<file path="src/rtl/assert_macros.svh">
// Assertion helpers used by the frame timer core.
`ifndef ASSERT_MACROS_SVH
`define ASSERT_MACROS_SVH

// Same-cycle implication, checked out of reset.
`define ASSERT_IMPL(lbl, clk, rst_n, ante, cons, msg) \
    lbl: assert property (@(posedge clk) disable iff (!rst_n) (ante) |-> (cons)) \
        else $error(msg);

// Next-cycle implication, checked out of reset.
`define ASSERT_NEXT(lbl, clk, rst_n, ante, cons, msg) \
    lbl: assert property (@(posedge clk) disable iff (!rst_n) (ante) |=> (cons)) \
        else $error(msg);

`endif

</file>
<file path="src/rtl/ftt_pkg.sv">
// ----------------------------------------------------------------------------
// ftt_pkg
// Types, constants and helpers shared by the frame timer files.
// ----------------------------------------------------------------------------
package ftt_pkg;

    localparam int MAX_STEPS_PER_FRAME = 8;
    localparam int WINDOW_US           = 1000000;
    localparam int DIV_STEPS           = 64;
    localparam int DIV_CNT_W           = $clog2(DIV_STEPS);

    localparam logic [1:0]  REG_TIME_SCALE = 2'd0;
    localparam logic [1:0]  REG_MAX_DELTA  = 2'd1;
    localparam logic [1:0]  REG_FIXED_STEP = 2'd2;

    localparam logic [15:0] TIME_SCALE_RST = 16'd256;
    localparam logic [23:0] MAX_DELTA_RST  = 24'd250000;
    localparam logic [23:0] FIXED_STEP_RST = 24'd16667;
    localparam logic [31:0] FPS_NUM        = 32'd256000000;
    localparam logic [39:0] ACC_MAX        = 40'hFF_FFFF_FFFF;

    typedef struct packed {
        logic        start;
        logic [63:0] dividend;
        logic [31:0] divisor;
    } div_req_t;

    typedef struct packed {
        logic        busy;
        logic        done;
        logic [63:0] quot;
        logic [31:0] rem;
    } div_rsp_t;

    function automatic logic [23:0] sat24(input logic [63:0] v);
        return (v > 64'hFF_FFFF) ? 24'hFF_FFFF : v[23:0];
    endfunction

endpackage

</file>
<file path="src/rtl/ftt_if.sv">
// ----------------------------------------------------------------------------
// ftt channel interfaces
// Valid/ready channels for input items, results and register writes.
// ----------------------------------------------------------------------------
interface ftt_item_if;
    logic        valid;
    logic        ready;
    logic        op;
    logic [23:0] frame_delta;
    modport source (output valid, op, frame_delta, input ready);
    modport sink   (input valid, op, frame_delta, output ready);
endinterface

interface ftt_result_if;
    logic        valid;
    logic        ready;
    logic        step_granted;
    logic        time_discarded;
    logic [23:0] unscaled_delta;
    logic [31:0] scaled_delta;
    logic [63:0] elapsed_us;
    logic [63:0] scaled_elapsed_us;
    logic [63:0] frame_number;
    logic [23:0] frames_per_second;
    logic [23:0] average_frame_us;
    logic [23:0] fixed_alpha;
    modport source (output valid, step_granted, time_discarded, unscaled_delta,
                    scaled_delta, elapsed_us, scaled_elapsed_us, frame_number,
                    frames_per_second, average_frame_us, fixed_alpha,
                    input ready);
    modport sink   (input valid, step_granted, time_discarded, unscaled_delta,
                    scaled_delta, elapsed_us, scaled_elapsed_us, frame_number,
                    frames_per_second, average_frame_us, fixed_alpha,
                    output ready);
endinterface

interface ftt_cfg_if;
    logic        valid;
    logic        ready;
    logic [1:0]  index;
    logic [23:0] data;
    modport source (output valid, index, data, input ready);
    modport sink   (input valid, index, data, output ready);
endinterface

</file>
<file path="src/rtl/fixed_timestep_frame_timer_core.sv">
// ----------------------------------------------------------------------------
// fixed_timestep_frame_timer_core
// Frame timer with fixed-step accumulator, window statistics and alpha.
// ----------------------------------------------------------------------------
// The block takes one word at a time and is not ready until its result has
// been loaded into the output register. Its divisions share one restoring
// divider: a step request runs the alpha division, a step request that
// discards time runs a modulo and then alpha, a frame update scales its
// delta and runs alpha, and a frame update that closes a one-second window
// runs the rate, mean and alpha divisions. Register writes are taken at once.
module fixed_timestep_frame_timer_core (
    input logic         clk,
    input logic         rst_n,
    ftt_item_if.sink    item,
    ftt_result_if.source result,
    ftt_cfg_if.sink     cfg
);
    import ftt_pkg::*;
    `include "assert_macros.svh"

    localparam logic [3:0] S_IDLE     = 4'd0;
    localparam logic [3:0] S_SCALE    = 4'd1;
    localparam logic [3:0] S_WIN      = 4'd2;
    localparam logic [3:0] S_FPSMUL   = 4'd3;
    localparam logic [3:0] S_FPSDIV   = 4'd4;
    localparam logic [3:0] S_MEANDIV  = 4'd5;
    localparam logic [3:0] S_MOD      = 4'd6;
    localparam logic [3:0] S_ALPHA_GO = 4'd7;
    localparam logic [3:0] S_ALPHA    = 4'd8;
    localparam logic [3:0] S_OUT      = 4'd9;

    logic [3:0]  state_reg, state_next;
    logic [15:0] time_scale_reg;
    logic [23:0] max_delta_reg;
    logic [23:0] fixed_step_reg;
    logic [63:0] total_elapsed_reg;
    logic [63:0] scaled_total_reg;
    logic [63:0] frames_seen_reg;
    logic [39:0] acc_reg;
    logic [3:0]  steps_reg;
    logic [31:0] window_time_reg;
    logic [31:0] window_frames_reg;
    logic [23:0] fps_reg;
    logic [23:0] mean_reg;
    logic [23:0] last_unscaled_reg;
    logic [31:0] last_scaled_reg;
    logic        granted_reg;
    logic        discarded_reg;
    logic [23:0] alpha_reg;
    logic        out_valid_reg;

    logic        item_fire;
    logic        out_free;
    logic [23:0] d_clamp;
    logic        acc_ge_step;
    logic        budget_spent;
    logic        window_done;
    logic [31:0] scaled;
    logic [40:0] acc_sum;
    logic        mul_en;
    logic [31:0] mul_a, mul_b;
    logic [63:0] mul_p;
    div_req_t    div_req;
    div_rsp_t    div_rsp;

    ftt_mul u_mul (
        .clk (clk),
        .en  (mul_en),
        .a   (mul_a),
        .b   (mul_b),
        .p   (mul_p)
    );

    ftt_div u_div (
        .clk   (clk),
        .rst_n (rst_n),
        .req   (div_req),
        .rsp   (div_rsp)
    );

    assign item.ready   = (state_reg == S_IDLE);
    assign item_fire    = item.valid && item.ready;
    assign out_free     = !out_valid_reg || result.ready;
    assign cfg.ready    = 1'b1;
    assign d_clamp      = (item.frame_delta > max_delta_reg) ? max_delta_reg
                                                             : item.frame_delta;
    assign acc_ge_step  = acc_reg >= {16'd0, fixed_step_reg};
    assign budget_spent = steps_reg >= 4'(MAX_STEPS_PER_FRAME);
    assign window_done  = window_time_reg >= 32'(WINDOW_US);
    assign scaled       = mul_p[39:8];
    assign acc_sum      = {1'b0, acc_reg} + {9'd0, scaled};

    always_comb
    begin
        mul_en = 1'b0;
        mul_a  = {8'd0, d_clamp};
        mul_b  = {16'd0, time_scale_reg};
        if (state_reg == S_IDLE)
        begin
            mul_en = item_fire && !item.op;
        end
        else if (state_reg == S_WIN)
        begin
            mul_en = window_done;
            mul_a  = window_frames_reg;
            mul_b  = FPS_NUM;
        end
    end

    always_comb
    begin
        div_req.start    = 1'b0;
        div_req.dividend = {8'd0, acc_reg, 16'd0};
        div_req.divisor  = {8'd0, fixed_step_reg};
        case (state_reg)
            S_IDLE:
            begin
                div_req.start    = item_fire && item.op && acc_ge_step && budget_spent;
                div_req.dividend = {24'd0, acc_reg};
            end
            S_FPSMUL:
            begin
                div_req.start    = 1'b1;
                div_req.dividend = mul_p;
                div_req.divisor  = window_time_reg;
            end
            S_FPSDIV:
            begin
                div_req.start    = div_rsp.done;
                div_req.dividend = {32'd0, window_time_reg};
                div_req.divisor  = window_frames_reg;
            end
            S_ALPHA_GO:
            begin
                div_req.start = 1'b1;
            end
            default:
            begin
                div_req.start = 1'b0;
            end
        endcase
    end

    always_comb
    begin
        state_next = state_reg;
        case (state_reg)
            S_IDLE:
            begin
                if (item_fire)
                begin
                    if (!item.op)
                    begin
                        state_next = S_SCALE;
                    end
                    else if (acc_ge_step && budget_spent)
                    begin
                        state_next = S_MOD;
                    end
                    else
                    begin
                        state_next = S_ALPHA_GO;
                    end
                end
            end
            S_SCALE:    state_next = S_WIN;
            S_WIN:      state_next = window_done ? S_FPSMUL : S_ALPHA_GO;
            S_FPSMUL:   state_next = S_FPSDIV;
            S_FPSDIV:   state_next = div_rsp.done ? S_MEANDIV : S_FPSDIV;
            S_MEANDIV:  state_next = div_rsp.done ? S_ALPHA_GO : S_MEANDIV;
            S_MOD:      state_next = div_rsp.done ? S_ALPHA_GO : S_MOD;
            S_ALPHA_GO: state_next = S_ALPHA;
            S_ALPHA:    state_next = div_rsp.done ? S_OUT : S_ALPHA;
            S_OUT:      state_next = out_free ? S_IDLE : S_OUT;
            default:    state_next = S_IDLE;
        endcase
    end

    always_ff @(posedge clk or negedge rst_n)
    begin
        if (!rst_n)
        begin
            state_reg         <= S_IDLE;
            time_scale_reg    <= TIME_SCALE_RST;
            max_delta_reg     <= MAX_DELTA_RST;
            fixed_step_reg    <= FIXED_STEP_RST;
            total_elapsed_reg <= '0;
            scaled_total_reg  <= '0;
            frames_seen_reg   <= '0;
            acc_reg           <= '0;
            steps_reg         <= '0;
            window_time_reg   <= '0;
            window_frames_reg <= '0;
            fps_reg           <= '0;
            mean_reg          <= '0;
            last_unscaled_reg <= '0;
            last_scaled_reg   <= '0;
            granted_reg       <= 1'b0;
            discarded_reg     <= 1'b0;
            alpha_reg         <= '0;
            out_valid_reg     <= 1'b0;
        end
        else
        begin
            state_reg <= state_next;
            if (state_reg == S_OUT && out_free)
            begin
                out_valid_reg <= 1'b1;
            end
            else if (result.ready)
            begin
                out_valid_reg <= 1'b0;
            end

            // Zero writes to the delta limit or the step length are dropped.
            if (cfg.valid && cfg.ready)
            begin
                case (cfg.index)
                    REG_TIME_SCALE: time_scale_reg <= cfg.data[15:0];
                    REG_MAX_DELTA:
                    begin
                        if (cfg.data != '0)
                        begin
                            max_delta_reg <= cfg.data;
                        end
                    end
                    REG_FIXED_STEP:
                    begin
                        if (cfg.data != '0)
                        begin
                            fixed_step_reg <= cfg.data;
                        end
                    end
                    default: ;
                endcase
            end

            case (state_reg)
                S_IDLE:
                begin
                    if (item_fire)
                    begin
                        granted_reg   <= item.op && acc_ge_step && !budget_spent;
                        discarded_reg <= item.op && acc_ge_step && budget_spent;
                        if (!item.op)
                        begin
                            last_unscaled_reg <= d_clamp;
                        end
                        else if (acc_ge_step && !budget_spent)
                        begin
                            acc_reg   <= acc_reg - {16'd0, fixed_step_reg};
                            steps_reg <= steps_reg + 1'b1;
                        end
                    end
                end
                S_SCALE:
                begin
                    last_scaled_reg   <= scaled;
                    total_elapsed_reg <= total_elapsed_reg + {40'd0, last_unscaled_reg};
                    scaled_total_reg  <= scaled_total_reg + {32'd0, scaled};
                    frames_seen_reg   <= frames_seen_reg + 1'b1;
                    acc_reg           <= acc_sum[40] ? ACC_MAX : acc_sum[39:0];
                    steps_reg         <= '0;
                    window_time_reg   <= window_time_reg + {8'd0, last_unscaled_reg};
                    if (window_frames_reg != '1)
                    begin
                        window_frames_reg <= window_frames_reg + 1'b1;
                    end
                end
                S_FPSDIV:
                begin
                    if (div_rsp.done)
                    begin
                        fps_reg <= sat24(div_rsp.quot);
                    end
                end
                S_MEANDIV:
                begin
                    if (div_rsp.done)
                    begin
                        mean_reg          <= sat24(div_rsp.quot);
                        window_time_reg   <= '0;
                        window_frames_reg <= '0;
                    end
                end
                S_MOD:
                begin
                    if (div_rsp.done)
                    begin
                        acc_reg <= {16'd0, div_rsp.rem[23:0]};
                    end
                end
                S_ALPHA:
                begin
                    if (div_rsp.done)
                    begin
                        alpha_reg <= sat24(div_rsp.quot);
                    end
                end
                default: ;
            endcase
        end
    end

    // The output word is loaded from the live state as it leaves the sequencer.
    always_ff @(posedge clk)
    begin
        if (state_reg == S_OUT && out_free)
        begin
            result.step_granted      <= granted_reg;
            result.time_discarded    <= discarded_reg;
            result.unscaled_delta    <= last_unscaled_reg;
            result.scaled_delta      <= last_scaled_reg;
            result.elapsed_us        <= total_elapsed_reg;
            result.scaled_elapsed_us <= scaled_total_reg;
            result.frame_number      <= frames_seen_reg;
            result.frames_per_second <= fps_reg;
            result.average_frame_us  <= mean_reg;
            result.fixed_alpha       <= alpha_reg;
        end
    end

    assign result.valid = out_valid_reg;

    `ASSERT_IMPL(a_div_start_idle, clk, rst_n, div_req.start, !div_rsp.busy,
        "divider started while busy")
    `ASSERT_IMPL(a_grant_xor_discard, clk, rst_n, out_valid_reg,
        !(result.step_granted && result.time_discarded),
        "grant and discard in one word")
    `ASSERT_NEXT(a_grant_counts, clk, rst_n,
        item_fire && item.op && acc_ge_step && !budget_spent,
        steps_reg == $past(steps_reg) + 4'd1,
        "granted step not counted")
endmodule

</file>
<file path="src/rtl/ftt_mul.sv">
// ----------------------------------------------------------------------------
// ftt_mul
// Shared 32 x 32 multiplier with a registered product.
// ----------------------------------------------------------------------------
module ftt_mul (
    input  logic        clk,
    input  logic        en,
    input  logic [31:0] a,
    input  logic [31:0] b,
    output logic [63:0] p
);
    logic [63:0] p_reg;

    always_ff @(posedge clk)
    begin
        if (en)
        begin
            p_reg <= a * b;
        end
    end

    assign p = p_reg;
endmodule

</file>
<file path="src/rtl/ftt_div.sv">
// ----------------------------------------------------------------------------
// ftt_div
// Shared restoring divider, one quotient bit per cycle, 64 by 32 bits.
// ----------------------------------------------------------------------------
module ftt_div (
    input  logic              clk,
    input  logic              rst_n,
    input  ftt_pkg::div_req_t req,
    output ftt_pkg::div_rsp_t rsp
);
    import ftt_pkg::*;

    logic                 busy_reg;
    logic                 done_reg;
    logic [DIV_CNT_W-1:0] cnt_reg;
    logic [63:0]          quo_reg;
    logic [31:0]          rem_reg;
    logic [31:0]          dvs_reg;
    logic [32:0]          trial;
    logic [32:0]          diff;
    logic                 ge;

    assign trial = {rem_reg, quo_reg[63]};
    assign diff  = trial - {1'b0, dvs_reg};
    assign ge    = trial >= {1'b0, dvs_reg};

    always_ff @(posedge clk or negedge rst_n)
    begin
        if (!rst_n)
        begin
            busy_reg <= 1'b0;
            done_reg <= 1'b0;
            cnt_reg  <= '0;
        end
        else
        begin
            done_reg <= 1'b0;
            if (req.start)
            begin
                busy_reg <= 1'b1;
                cnt_reg  <= '0;
            end
            else if (busy_reg)
            begin
                cnt_reg <= cnt_reg + 1'b1;
                if (cnt_reg == DIV_CNT_W'(DIV_STEPS - 1))
                begin
                    busy_reg <= 1'b0;
                    done_reg <= 1'b1;
                end
            end
        end
    end

    always_ff @(posedge clk)
    begin
        if (req.start)
        begin
            quo_reg <= req.dividend;
            rem_reg <= '0;
            dvs_reg <= req.divisor;
        end
        else if (busy_reg)
        begin
            rem_reg <= ge ? diff[31:0] : trial[31:0];
            quo_reg <= {quo_reg[62:0], ge};
        end
    end

    assign rsp.busy = busy_reg;
    assign rsp.done = done_reg;
    assign rsp.quot = quo_reg;
    assign rsp.rem  = rem_reg;
endmodule
</file>
<file path="src/flat_wrapper.sv">
// flat-port wrapper written by rule: the top's interface ports become plain ports
module fixed_timestep_frame_timer_core_flat import ftt_pkg::*;
  (clk, rst_n, item_valid, item_op, item_frame_delta, item_ready, result_valid, result_step_granted, result_time_discarded, result_unscaled_delta, result_scaled_delta, result_elapsed_us, result_scaled_elapsed_us, result_frame_number, result_frames_per_second, result_average_frame_us, result_fixed_alpha, result_ready, cfg_valid, cfg_index, cfg_data, cfg_ready);
  ftt_item_if item_i ();
  ftt_result_if result_i ();
  ftt_cfg_if cfg_i ();
  input logic clk;
  input logic rst_n;
  input wire logic [$bits(item_i.valid)-1:0] item_valid;
  input wire logic [$bits(item_i.op)-1:0] item_op;
  input wire logic [$bits(item_i.frame_delta)-1:0] item_frame_delta;
  output wire logic [$bits(item_i.ready)-1:0] item_ready;
  output wire logic [$bits(result_i.valid)-1:0] result_valid;
  output wire logic [$bits(result_i.step_granted)-1:0] result_step_granted;
  output wire logic [$bits(result_i.time_discarded)-1:0] result_time_discarded;
  output wire logic [$bits(result_i.unscaled_delta)-1:0] result_unscaled_delta;
  output wire logic [$bits(result_i.scaled_delta)-1:0] result_scaled_delta;
  output wire logic [$bits(result_i.elapsed_us)-1:0] result_elapsed_us;
  output wire logic [$bits(result_i.scaled_elapsed_us)-1:0] result_scaled_elapsed_us;
  output wire logic [$bits(result_i.frame_number)-1:0] result_frame_number;
  output wire logic [$bits(result_i.frames_per_second)-1:0] result_frames_per_second;
  output wire logic [$bits(result_i.average_frame_us)-1:0] result_average_frame_us;
  output wire logic [$bits(result_i.fixed_alpha)-1:0] result_fixed_alpha;
  input wire logic [$bits(result_i.ready)-1:0] result_ready;
  input wire logic [$bits(cfg_i.valid)-1:0] cfg_valid;
  input wire logic [$bits(cfg_i.index)-1:0] cfg_index;
  input wire logic [$bits(cfg_i.data)-1:0] cfg_data;
  output wire logic [$bits(cfg_i.ready)-1:0] cfg_ready;
  assign item_i.valid = item_valid;
  assign item_i.op = item_op;
  assign item_i.frame_delta = item_frame_delta;
  assign item_ready = item_i.ready;
  assign result_valid = result_i.valid;
  assign result_step_granted = result_i.step_granted;
  assign result_time_discarded = result_i.time_discarded;
  assign result_unscaled_delta = result_i.unscaled_delta;
  assign result_scaled_delta = result_i.scaled_delta;
  assign result_elapsed_us = result_i.elapsed_us;
  assign result_scaled_elapsed_us = result_i.scaled_elapsed_us;
  assign result_frame_number = result_i.frame_number;
  assign result_frames_per_second = result_i.frames_per_second;
  assign result_average_frame_us = result_i.average_frame_us;
  assign result_fixed_alpha = result_i.fixed_alpha;
  assign result_i.ready = result_ready;
  assign cfg_i.valid = cfg_valid;
  assign cfg_i.index = cfg_index;
  assign cfg_i.data = cfg_data;
  assign cfg_ready = cfg_i.ready;
  fixed_timestep_frame_timer_core u_core (.clk(clk), .rst_n(rst_n), .item(item_i), .result(result_i), .cfg(cfg_i));
endmodule
</file>
<file path="config.mk">
export PLATFORM = sky130hd
export DESIGN_NAME = fixed_timestep_frame_timer_core_flat
export DESIGN_NICKNAME = d
export VERILOG_FILES = /design/src/rtl/ftt_pkg.sv /design/src/rtl/ftt_if.sv /design/src/rtl/fixed_timestep_frame_timer_core.sv /design/src/rtl/ftt_mul.sv /design/src/rtl/ftt_div.sv /design/src/flat_wrapper.sv
export VERILOG_INCLUDE_DIRS = /design/src /design/src/rtl
export SDC_FILE = /design/constraint.sdc
export NUM_CORES = 2
export LEC_CHECK = 0
export BUFFER_PORTS_ARGS = -buffer_cell sky130_fd_sc_hd__buf_2
export CAP_MARGIN = 25
export CORE_UTILIZATION = 55
export CTS_BUF_LIST = sky130_fd_sc_hd__clkbuf_4
export CTS_CLUSTER_SIZE = 30
export DETAILED_ROUTE_END_ITERATION = 12
export PLACE_DENSITY = 0.78
export SLEW_MARGIN = 0
export SYNTH_ARGS = -nofsm -noshare
export SYNTH_HDL_FRONTEND = slang
export SYNTH_SLANG_ARGS = --single-unit
</file>
<file path="constraint.sdc">
create_clock -name clk -period 32.7 [get_ports clk]
set_input_delay 6.54 -clock clk [delete_from_list [all_inputs] [get_ports clk]]
set_output_delay 6.54 -clock clk [all_outputs]
set_load 0.05 [all_outputs]
</file>
==> metrics <==
overall global routing resource usage=a little under a third; Port Buf Inserts=about 380; Hold Crit Class=reg2reg; CTS Root Cell=clkbuf_4; crit path DAT=between 15 and 20 ns; CTS buffer count=285; DRT antenna net count=0; number of fill cells=approximately 10,000; period utilisation layout=50.8%; Slew @ Worst Pin=around 1.2 ns; slowest CP cell=mux2i_1; synthesized area=71,200 um^2; routed len/inst=approximately 22 um; mean post-synth cell area=slightly above 10 um^2; clk_lat worst skew=roughly 1.2 ns; Final Skew=0.148 ns; initial cell density of the core=a little under three fifths; Post-CTS Setup Repair Bufs=0; endpoint class of the critical path=flop; Post-synth EDFFs=approximately 480; sequential-to-total area share from yosys stat=38.9%; status=complete, no violations; Boundary Pins=~380; final critical-path required period=roughly 17 ns; # DRC=0; gr ovfl total=0; drt pass-1 iters=7; crit path kind=in2reg; largest net degree at the start of global routing=~180; first-pass GRT wire length=approximately 320,000 um; routability congestion estimate=1.02; Sinks on Clock Net=just over 1,000; Critical Path RT=between 30 and 40 ns; initial antenna violation count=12; Die Width=between 300 and 400 um; # setup viols final=0; crit-path most repeated cell=fa_1; TNS Setup=0 ns; relative slew slack=20.5%; FF+latch count, synth=a little over 1,000; max cap viols=0; clock slew at reported path FFs=0.06 ns; drt via density=around 5.8; f_max=0.0602 GHz; Cell variety after synth=96; vias in the first global route=~54,000; Slew Limit Fails=0; die height=362 um; Detailed Place HPWL=approximately 160,000 um; Gate Count Post-Synth=6,942; ys flop type=dfrtp_1; post-synthesis async set-or-reset flop share=around half; cts hold-fix bufs=0; Layout Utilization=between 60% and 70%; Layout area overhead=11.0%; CP max stage delay=~0.8 ns; warnings from Yosys=0; Max FO, Critical Path=30; startpoint types=primary input; via count=between 50,000 and 60,000; nets=about 8,600; clk buf depth=4; share of layout cells above drive strength 1=between 10% and 20%; CTS tree=yes; RSZ-0062 raised after global routing=false; die area=131,000 um^2; CTS resizes=0; final hold violations=0; H-tree Lvls=5; row count=roughly 130; Core ar.=128,000 um^2; final WL=205,000 um; initial drt markers=between 5,000 and 6,000
==> final timing paths <==
path                                     startpoint                                 end  slack (ns)  cells after the start
min in group asynchronous                     rst_n        u_core.total_elapsed_reg[40]        5.40                      1
max in group asynchronous                     rst_n               u_core.u_div.busy_reg       24.96                      3
min reg2reg                       u_core.fps_reg[0]  u_core.result.frames_per_second[0]        0.39                      0
max                            item_frame_delta[17]                  u_core.u_mul.p[52]       16.09                     35
max reg2reg                u_core.max_delta_reg[17]                  u_core.u_mul.p[52]       21.02                     35
min                               u_core.fps_reg[0]  u_core.result.frames_per_second[0]        0.39                      0
==> synth_stat cells, types with 69 or more instances <==
cell type	instances	area [um^2]
o21ai_0	320	1600
nand3_1	125	626
inv_1	857	3220
clkbuf_1	223	837
nand2_1	635	2380
ha_1	483	6040
edfxtp_1	478	14400
nand4_1	69	432
xnor2_1	206	1800
nor2_1	640	2400
dfrtp_1	493	12300
nand2b_1	76	475
xor2_1	188	1650
mux2_2	71	800
nor4_1	73	457
a21oi_1	393	1970
fa_1	580	11600
a21o_1	124	931
and3_1	82	513
==> area by class of cell <==
cell class                      instances  area, um^2  area share (%)
Timing Repair Buffer                  464        2600            3.28
Clock inverter                         65         414           0.524
Clock buffer                          429        3220            4.07
Sequential cell                      1017       27700            35.0
Antenna cell                            6        15.0          0.0190
Tap cell                             1729        2160            2.73
Inverter                              858        3220            4.07
Multi-Input combinational cell       4904       39800            50.3
==> cells by family (layout without fill, tap and decap cells) <==
| family | Yosys count | in the layout | synth area share (%) |
|---|---|---|---|
| compound gates | 1281 | 1281 | 11.4 |
| xor+xnor | 394 | 394 | 4.84 |
| fa+ha+maj | 1063 | 1063 | 24.8 |
| buf+inv | 1140 | 1816 | 6.10 |
| flops | 1017 | 1017 | 38.9 |
| mux | 96 | 96 | 1.47 |
| other cells | 2 | 127 | 0.0105 |
| simple gates | 1949 | 1949 | 12.5 |
==> routing by layer <==
metal	vias up	share of wire [%]	global-route usage, %	wire [um]
li1	24800	-	-	-
met1	26900	39	41.0	80300
met2	2669	46	49.3	94100
met3	564	9.5	6.64	19500
met4	4	5.6	17.0	11500
met5	-	0.017	0	34
==> per-stage QoR <==
| stage | instance area [um^2] | worst slack [ns] | std cells | hold WS, ns |
|---|---|---|---|---|
| floorplan | 71700 | 1.30 | 7061 | 0.425 |
| global placement | 75400 | 14.87 | 8964 | 0.430 |
| detailed placement | 75400 | 14.61 | 8970 | 0.430 |
| CTS | 79100 | 15.85 | 9464 | 0.391 |
| global route | 79100 | 15.69 | 9470 | 0.401 |
| finish | 79100 | 16.09 | 9472 | 0.388 |
==> layout by cell type (no fill, tap or decap), types with 63 or more instances in the layout <==
cell      count
inv_1       857
nor2_1      639
nand2_1     632
fa_1        580
dfrtp_1     492
ha_1        483
edfxtp_1    478
clkbuf_4    430
a21oi_1     391
buf_2       380
o21ai_0     319
xnor2_1     206
xor2_1      188
nand3_1     125
a21o_1      124
conb_1      121
and3_1       82
buf_4        78
nand2b_1     76
nor4_1       73
mux2_2       71
nand4_1      69
nor3_1       63
==> critical path: cells and delay by family <==
kind,cells,cell delay [ns]
and+or+nand+nor,4,0.99
AOI/OAI and AO/OA,13,3.79
adders and majority gates,9,4.14
buffers and inverters,7,1.01
xor gates and xnor gates,1,0.15
muxes,1,0.80
Power is not shown: default switching activity piles up to over one toggle a cycle in this logic, so the estimate is an artifact.
